==> src/rtl/cfbs_pkg.sv <==
`timescale 1ns / 1ps
// cfbs_pkg: sizes, opcodes, register indexes and control structs of the
// canvas framebuffer scaler; no dependencies

package cfbs_pkg;

  // canvas and physical raster geometry
  localparam int CANVAS_W = 128;
  localparam int CANVAS_H = 64;
  localparam int PHYS_W   = 320;
  localparam int PHYS_H   = 240;

  localparam int COLOR_W  = 16;
  localparam int DEPTH    = CANVAS_W * CANVAS_H;
  localparam int ADDR_W   = $clog2(DEPTH);
  localparam int LX_W     = $clog2(CANVAS_W);
  localparam int LY_W     = $clog2(CANVAS_H);
  localparam int COL_W    = $clog2(PHYS_W);
  localparam int ROW_W    = $clog2(PHYS_H);

  // nearest-neighbour step: canvas advance per physical pixel, split into
  // whole part and remainder for the error accumulator
  localparam int LX_Q = CANVAS_W / PHYS_W;
  localparam int LX_R = CANVAS_W % PHYS_W;
  localparam int LY_Q = CANVAS_H / PHYS_H;
  localparam int LY_R = CANVAS_H % PHYS_H;

  // opcodes
  localparam logic [1:0] OP_MONO  = 2'd0;
  localparam logic [1:0] OP_COLOR = 2'd1;
  localparam logic [1:0] OP_CLEAR = 2'd2;
  localparam logic [1:0] OP_PIXEL = 2'd3;

  // configuration register indexes
  localparam logic REG_FORE = 1'b0;
  localparam logic REG_BACK = 1'b1;

  // controller to datapath
  typedef struct packed {
    logic clr_run;   // clearing sweep writes one entry this cycle
    logic clr_load;  // start a clear with the background colour
    logic wr_go;     // draw beat accepted
    logic pix_go;    // pixel beat accepted
  } cfbs_cmd_t;

  // datapath to controller
  typedef struct packed {
    logic clr_last;   // sweep is at the last entry
    logic pipe_room;  // read pipeline can take a pixel beat
  } cfbs_sts_t;

endpackage

==> src/rtl/cfbs_ctrl.sv <==
`timescale 1ns / 1ps
// cfbs_ctrl: controller of the canvas framebuffer scaler, sequences the
// clearing sweeps and gates the input handshake; uses cfbs_pkg

module cfbs_ctrl import cfbs_pkg::*; (
  input  logic       clk,
  input  logic       rst_n,
  input  logic       in_valid,
  input  logic [1:0] in_opcode,
  output logic       in_ready,
  input  cfbs_sts_t  sts,
  output cfbs_cmd_t  cmd
);

  localparam logic [1:0] ST_INIT  = 2'd0;
  localparam logic [1:0] ST_RUN   = 2'd1;
  localparam logic [1:0] ST_CLEAR = 2'd2;

  logic [1:0] state_r;
  logic [1:0] state_nxt;
  logic       accept;

  assign in_ready = (state_r == ST_RUN) && sts.pipe_room;
  assign accept   = in_valid && in_ready;

  always_comb begin
    cmd.clr_run  = (state_r == ST_INIT) || (state_r == ST_CLEAR);
    cmd.clr_load = accept && (in_opcode == OP_CLEAR);
    cmd.wr_go    = accept && ((in_opcode == OP_MONO) || (in_opcode == OP_COLOR));
    cmd.pix_go   = accept && (in_opcode == OP_PIXEL);
  end

  always_comb begin
    state_nxt = state_r;
    unique case (state_r)
      ST_INIT: begin
        if (sts.clr_last) state_nxt = ST_RUN;
      end
      ST_RUN: begin
        if (cmd.clr_load) state_nxt = ST_CLEAR;
      end
      ST_CLEAR: begin
        if (sts.clr_last) state_nxt = ST_RUN;
      end
      default: begin
        state_nxt = ST_INIT;
      end
    endcase
  end

  always_ff @(posedge clk) begin
    if (!rst_n) begin
      state_r <= ST_INIT;
    end else begin
      state_r <= state_nxt;
    end
  end

endmodule

==> config.mk <==
export PLATFORM = sky130hd
export DESIGN_NAME = cfbs_ctrl
export DESIGN_NICKNAME = d
export VERILOG_FILES = /design/src/rtl/cfbs_pkg.sv /design/src/rtl/cfbs_ctrl.sv
export SDC_FILE = /design/constraint.sdc
export NUM_CORES = 1
export LEC_CHECK = 0
export BUFFER_PORTS_ARGS = -buffer_cell sky130_fd_sc_hd__buf_2
export CAP_MARGIN = 20
export CORE_AREA = 2 2 39 41
export DETAILED_ROUTE_END_ITERATION = 10
export DIE_AREA = 0 0 41 43
export REMOVE_ABC_BUFFERS = 1
export SETUP_SLACK_MARGIN = 0.4
export SYNTH_ARGS = -nofsm -noshare
export SYNTH_HDL_FRONTEND = slang
export SYNTH_SLANG_ARGS = --single-unit
==> constraint.sdc <==
create_clock -name clk -period 1.3 [get_ports clk]
set_input_delay 0.26 -clock clk [delete_from_list [all_inputs] [get_ports clk]]
set_output_delay 0.26 -clock clk [all_outputs]
set_load 0.1 [all_outputs]
== After elaboration in Yosys (flattened, before gate mapping) ==
Index checks and enable logic that the tools add are counted.
W data, S select, Z words.

* Word-level logic and storage cells: 22
* Register bits: 2
* Output and inout bits: 5

* Reductions and logical operators: 11
* Equal/unequal tests: 7
* Muxes and demuxes: 3

{| class="wikitable"
|+ Operator list
! kind !! count
|-
| $eq A2 B2 Y1 const B || 3
|-
| $logic_and A1 B1 Y1 || 5
|-
| $eq A2 B1 Y1 const B || 2
|-
| $logic_not A2 Y1 || 2
|-
| $mux W2 || 2
|-
| $pmux W2 S2 || 1
|-
| $logic_or A1 B1 Y1 || 2
|-
| $ne A2 B1 Y1 const B || 1
|-
| $ne A2 B2 Y1 const B || 1
|-
| $reduce_and A2 Y1 || 1
|-
| $reduce_or A2 Y1 || 1
|}

== Longest topological paths before layout ==
Gate-level depths: netlist of the first run.

* Word-level depth: 6
* Depth in mapped cells: 2
* Mapped depth without buffers: 2

== Worst setup path before layout of the first run ==
OpenSTA, ideal clock, no wires.

* Path kind: reg-to-output
* Start point: register state_r[1]
* End point: output port cmd[1] (netlist bit)
* Slack: -1.529 ns
* Buffers on the path: 0
* Arrival time: 2.569 ns
* Cell stages (with the launch flop): 3
* Cell sequence: dfxtp_1 > nand2b_1 > nor3_1

{| class="wikitable"
|+ RTL lines
! what !! RTL line !! text
|-
| start: declaration || cfbs_ctrl.sv:19 || <nowiki>logic [1:0] state_r;</nowiki>
|-
| start signal: assignment || cfbs_ctrl.sv:55 || <nowiki>state_r <= state_nxt;</nowiki>
|-
| end: declaration || cfbs_ctrl.sv:12 || <nowiki>output cfbs_cmd_t cmd</nowiki>
|}

==> metrics.md, run 1 <==
| Metric | Value |
|---|---|
| Top flop regs | `state_r (2)` |
| Outcome | `complete, but fails checks` |
| RSZ-0062 raised after global routing | `yes` |
| Ys async rst share | `0%` |
| Worst VDD drop | `496 uV` |
| Top reg by flops | `state_r` |
| Most common library cells after synthesis | `inv_1 (3), dfxtp_1 (2), nand2_1 (2), nor2_1 (2), nor3_1 (2)` |
| Pre-CTS WS | `just over 0.005 ns` |
| Cell variety after synth | `12` |
| Slowest CP cell | `dfxtp_1` |
| IO Port Bufs | `11` |
| Crit path required time | `between 1 and 1.5 ns` |
| Slew headroom | `between 80% and 90%` |
| Reg2reg setup slack | `around 0.19 ns` |
| Clock buffer depth | `2` |
| Fin Hold WS | `0.307 ns` |
| Num rows | `14` |
| TritonCTS buffer count | `3` |
| Die W | `between 40 and 50 um` |
| Pwr Density | `934 nW/um^2` |
| Post-synth EDFFs | `0` |
| Post-synth top flop | `dfxtp_1` |
| Startpoint types | `flip-flop` |
| Critical path, cell by cell | `nand2b_4 -> nor3_4 -> buf_6 -> buf_12` |
| Total negative slack | `-0.200 ns` |
| Core Footprint | `~1400 um^2` |
| First DRT Iteration DRCs | `0` |
| Final Skew | `~0.0077 ns` |
| Critical path fanouts, max | `4` |
| Initial DRT Pass Iterations | `1` |
| LEAKAGE | `0.183 nW` |
| Critical path class | `reg2out` |
| Hold Path Class | `in2reg` |
| Violated checks | `setup timing` |
| Crit path DAT | `between 1 and 1.5 ns` |
| Max-Cap Viols | `0` |
| Hold buffers post-CTS | `0` |
| Die Height | `between 40 and 50 um` |
| Initial core utilization | `under 10%` |
| Synth Cell Area | `approximately 140 um^2` |
| Cells after Synth | `18` |
| Max-slew violations | `0` |
| Congestion Overflow GR | `0` |
| Synth area leaders | `dfxtp_1 (29%), inv_1 (8.3%), or4bb_1 (8.3%), a32o_1 (7.3%), nor3_1 (7.3%)` |
| Fmax | `736 MHz` |
| First-pass GRT wire length | `876 um` |
| Pin count of the biggest net entering global routing | `5` |
| CP endpoint kind | `output port` |
| YS warnings | `0` |
| Share of the synthesized area in the top cell type | `29.4%` |
| Seq/Total Area, Yosys | `29.4%` |
| Die area | `approximately 1800 um^2` |
| Syn-to-layout area delta | `203%` |
| Final worst path period share | `105%` |
| Cell with the most instances after synthesis | `inv_1` |
| H-tree levels | `1` |
| GRT Overall Usage | `about 8%` |
| CTS Sinks | `2` |
| Syn_area_per_cell | `between 7 and 8 um^2` |
| Final worst slack | `-0.0593 ns` |
| Routed Antenna Nets | `0` |
| Final setup viols | `4` |
| Vias per std cell | `between 3 and 4` |
| Reg clk slew, reported paths | `approximately 0.040 ns` |
| Max stage delay on crit path | `a little under 0.3 ns` |
| Antenna violations before repair | `0` |
| Final Hold Viols | `0` |
| Fin nets | `between 40 and 50` |
| Fraction of layout cells with a size suffix above 1 | `~76%` |
| CTS tree | `yes` |
| Number of global-route vias before repair | `237` |
| Clock root buffer | `clkbuf_4` |
| N_diodes | `0` |
| I/O pins | `12` |
| Yosys reg bits | `2` |
| Max reg flops | `2` |
| Minimum clock period | `1.36 ns` |
| Final Core Density | `between 20% and 30%` |
| Total wire length | `498 um` |
| Cell taking the most area after synthesis | `dfxtp_1` |
| GPL Wtd Cong | `0.516` |
| Clk_lat worst skew | `~0.23 ns` |
| DR DRC count | `0` |
| Worst-margin pin slew | `around 0.20 ns` |
| Via count | `roughly 200` |
| Wire per inst | `about 9 um` |
-- worst max-delay path: cells and delay by family, from the launching register on --
kind	cells	cell delay (ns)
flops	1	0.29
simple gates	2	0.29
buf+inv	2	0.28
-- final timing paths --
kind,cells after the start,startpoint,endpoint
worst max-delay path,4,state_r[1],cmd[1]
worst min-delay path,2,sts[1],state_r[0]
worst max register to register,3,state_r[0],state_r[1]
worst min register to register,3,state_r[0],state_r[1]
-- metrics by stage --
| step | instances | total power [mW] | cell area [um^2] |
|---|---|---|---|
| after global placement | 50 | 0.208 | 324 |
| after global routing | 54 | 0.416 | 413 |
| final | 54 | 0.386 | 413 |
| after CTS | 54 | 0.387 | 399 |
| after detailed placement | 50 | 0.209 | 324 |
| after floorplan | 17 | 0.144 | 129 |
-- report_power, final --
group / internal [mW] / switching [mW] / total, mW
clock network: 0.102 / 0.0409 / 0.143
registers: 0.0668 / 0.00462 / 0.0714
logic: 0.0710 / 0.0998 / 0.171
total: 0.240 / 0.145 / 0.386
-- layout make-up --
cell class	count	area, um^2
Fill cell	139	971
Timing Repair Buffer	18	194
Multi-Input combinational cell	12	121
Sequential cell	2	41.3
Clock buffer	3	22.5
Tap cell	16	20.0
Inverter	3	13.8
-- cells by family after synthesis --
family | share of synthesized area, %
simple gates | 44.0
flops | 29.4
buf+inv | 13.8
compound gates | 12.8
-- layer usage --
| metal | GRT usage (%) | vias up | wire length (um) |
|---|---|---|---|
| met5 | 0 | - | 0 |
| met4 | 10.0 | 0 | 0 |
| met3 | 3.14 | 0 | 44 |
| met2 | 12.2 | 12 | 266 |
| met1 | 7.01 | 90 | 187 |
| li1 | - | 102 | - |
-- cell usage in the layout (no fill, tap or decap), drive strengths merged --
master | synthesis | final
nor3 | 2 | 2
nor2 | 2 | 2
inv | 3 | 3
buf | 1 | 18
dfxtp | 2 | 2
or4bb | 1 | 1
clkbuf | 0 | 3
and3b | 1 | 1
nand2 | 2 | 2
nand2b | 1 | 1
nand4b | 1 | 1
o31ai | 1 | 1
a32o | 1 | 1
-- repair_timing --
item,in CTS,in global routing
setup buffers,1,0
resized for setup,13,3
pin swaps,4,1
endpoints found under the setup margin,6,7
No activity file was read; power rests on OpenSTA's default activity.
==> inputs of run 2 (changes only) <==
--- a/config.mk
+++ b/config.mk
@@ -11,7 +11,6 @@
 export DETAILED_ROUTE_END_ITERATION = 10
 export DIE_AREA = 0 0 41 43
 export REMOVE_ABC_BUFFERS = 1
-export SETUP_SLACK_MARGIN = 0.4
 export SYNTH_ARGS = -nofsm -noshare
 export SYNTH_HDL_FRONTEND = slang
 export SYNTH_SLANG_ARGS = --single-unit
==> constraint.sdc (replaced) <==
create_clock -name clk -period 1.3 [get_ports clk]
set_input_delay 0.13 -clock clk [delete_from_list [all_inputs] [get_ports clk]]
set_output_delay 0.13 -clock clk [all_outputs]
set_load 0.1 [all_outputs]
==> run 2 against run 1 <==
  * The run now ends clean
  * Critical endpoint unchanged
  * Total power down 14%
  * Global-route usage decreased by 1.4 points
  * Clock power down 4%
  * Count of clock-buffer cells in the layout unchanged
  * Highest routed layer unchanged
  * Non-clock buffer count decreased by 7
  * Cell count down 13%
  * Hold slack lost 0.13 ns
  * Die area unchanged
  * Critical path depth fell by 1
  * Sequential power increased by 1%
  * Design area shrank 25%
==> metrics.md, run 2 (synthesized netlist as in run 1, its figures left out) <==
| Metric | Value |
|---|---|
| Outcome | `finished, final reports clean` |
| TritonCTS buffer count | `3 (unchanged)` |
| GPL Wtd Cong | `0.501 (-2.9%)` |
| Reg2reg setup slack | `0.28 ns (+0.09 ns)` |
| Initial DRT Pass Iterations | `4 (+3)` |
| Final Hold Viols | `0 (unchanged)` |
| Hold buffers post-CTS | `0 (unchanged)` |
| H-tree levels | `1 (unchanged)` |
| Final Instance Area | `312 um^2 (-25%)` |
| Fin nets | `40 (-15%)` |
| Top reg by flops | `state_r` |
| Post-CTS setup buffers | `0 (-1)` |
| Num rows | `14 (unchanged)` |
| Multi-input logic area | `101 um^2 (-16%)` |
| Crit path launch | `state_r[1]` |
| Critical path fanouts, max | `5 (+1)` |
| Max reg flops | `2 (unchanged)` |
| CTS Sinks | `2 (unchanged)` |
| Clk_lat worst skew | `0.22 ns (about the same)` |
| Reg clk slew, reported paths | `0.03 ns (about the same)` |
| Fmax | `804 MHz (+9.3%)` |
| Slew headroom | `67.8% (-19 points)` |
| Post-Place Cell Area | `264 um^2 (-19%)` |
| Syn-to-layout area delta | `128%` |
| Final Core Density | `22.5% (-7.3 points)` |
| Total wire length | `449 um (-9.8%)` |
| R2r startpoint | `state_r[0]` |
| Minimum clock period | `1.24 ns (-0.115 ns)` |
| R2R depth | `2 (-1)` |
| FF/Latch Area | `41.3 um^2 (unchanged)` |
| Pre-CTS WS | `0.0717 ns (+0.0667 ns)` |
| Critical path class | `reg2out` |
| Core Footprint | `1380 um^2 (unchanged)` |
| RSZ-0062 raised after global routing | `no` |
| Filler instances | `152 (+9.4%)` |
| Clock root buffer | `clkbuf_4` |
| LEAKAGE | `0.136 nW (-26%)` |
| Startpoint types | `flip-flop` |
| Commonest non-fill, non-tap cell in the layout | `buf_2` |
| Pin count of the biggest net entering global routing | `6 (+1)` |
| Max-slew violations | `0 (unchanged)` |
| Highest-count cells in the layout ignoring fill and taps | `buf_2 (7), buf_12 (4), inv_1 (3), clkbuf_4 (3)` |
| Routed Antenna Nets | `0 (unchanged)` |
| Final worst path period share | `95.7% (-8.9 points)` |
| I/O pins | `12 (unchanged)` |
| Die area | `1760 um^2 (unchanged)` |
| Hold Path Class | `in2reg` |
| Number of global-route vias before repair | `199 (-16%)` |
| DR DRC count | `0 (unchanged)` |
| Initial core utilization | `9.86% (unchanged)` |
| Max-Cap Viols | `0 (unchanged)` |
| Congestion Overflow GR | `0 (unchanged)` |
| Wire per inst | `9.55 um (+3.6%)` |
| Slowest CP cell | `dfxtp_1` |
| Crit path to | `cmd[1]` |
| Final worst slack | `0.0560 ns (+0.115 ns)` |
| Vias per std cell | `3.94 (+4.2%)` |
| N_diodes | `0 (unchanged)` |
| GRT Overall Usage | `6.83% (-1.4 points)` |
| Final Skew | `0.0000695 ns (-0.00766 ns)` |
| First-pass GRT wire length | `696 um (-21%)` |
| CP endpoint kind | `output port` |
| Fraction of layout cells with a size suffix above 1 | `58.1% (-18 points)` |
| Max stage delay on crit path | `0.30 ns (about the same)` |
| Critical R2R Capture | `state_r[1]` |
| Fin Hold WS | `0.177 ns (-0.130 ns)` |
| IO Port Bufs | `11 (unchanged)` |
| CTS tree | `yes` |
| Die Height | `43 um (unchanged)` |
| Worst VDD drop | `454 uV (-8.4%)` |
| Crit path DAT | `1.11 ns (about the same)` |
| Total negative slack | `0 ns (+0.200 ns)` |
| Top flop regs | `state_r (2)` |
| Worst-margin pin slew | `0.486 ns (+0.286 ns)` |
| First DRT Iteration DRCs | `5 (+5)` |
| Critical path, cell by cell | `nand2b_4 -> nor3_4 -> buf_12` |
| Clock buffer depth | `2 (unchanged)` |
| Via count | `185 (-9.3%)` |
| Antenna violations before repair | `0 (unchanged)` |
| Final setup viols | `0 (-4)` |
| Pwr Density | `1060 nW/um^2 (+13%)` |
| Crit path required time | `1.17 ns (+0.13 ns)` |
| Die W | `41 um (unchanged)` |
## run 2: changes by cell type in the layout (fill, tap and decap cells not counted), moves of 2 or more
cell and delta:
buf_4 -4, buf_6 -3, nor2_1 +2, nor2_4 -2
## run 2: cell type report
type | count | share of cell area, %
timing repair buffer | 11 | 36.9
inverter | 3 | 3.61
tap | 16 | 6.43
multi-input combinational | 12 | 32.5
clock buffer | 3 | 7.23
sequential | 2 | 13.3
## run 2: worst min path at each step
stage | from | endpoint | slack, ns | cells after the start
finish | sts[1] | state_r[0] | 0.18 | 2
global route | sts[1] | state_r[0] | 0.20 | 2
CTS | sts[1] | state_r[0] | 0.17 | 2
detailed placement | sts[1] | state_r[0] | 0.41 | 2
global placement | sts[1] | state_r[0] | 0.40 | 2
floorplan | rst_n | state_r[1] | 0.27 | 2
## run 2: where the power goes
| part | total [mW] | internal, mW | switching, mW | leakage, nW |
|---|---|---|---|---|
| combinational | 0.120 | 0.0361 | 0.0843 | 0.105 |
| clock | 0.137 | 0.102 | 0.0353 | 0.0138 |
| sequential | 0.0722 | 0.0669 | 0.00534 | 0.0167 |
## run 2: layer usage
metal  wire (um)  vias up  track usage [%]  part of all wire [%]
met2         236       12             10.0                    53
met1         166       84             4.82                    37
met5           0        -                0                     0
met3          46        0             3.14                    10
li1            -       89                -                     -
met4           0        0             10.0                     0
## run 2: critical path: cells and delay by family, from the launching register on
family / cells / cell delay [ns]
simple gates: 2 / 0.39
flops: 1 / 0.30
buf+inv: 1 / 0.20
## run 2: per-stage QoR
stage               power, mW  instances
detailed placement      0.182         44
global placement        0.180         44
floorplan               0.144         17
global route            0.346         47
CTS                     0.342         47
finish                  0.330         47
## run 2: timing repair
| action | in CTS | in global routing |
|---|---|---|
| resized for setup | 5 | 1 |
| endpoints found under the setup margin | 3 | 3 |
| endpoints found under the hold margin | 0 | 0 |
| pin swaps | 2 | 0 |
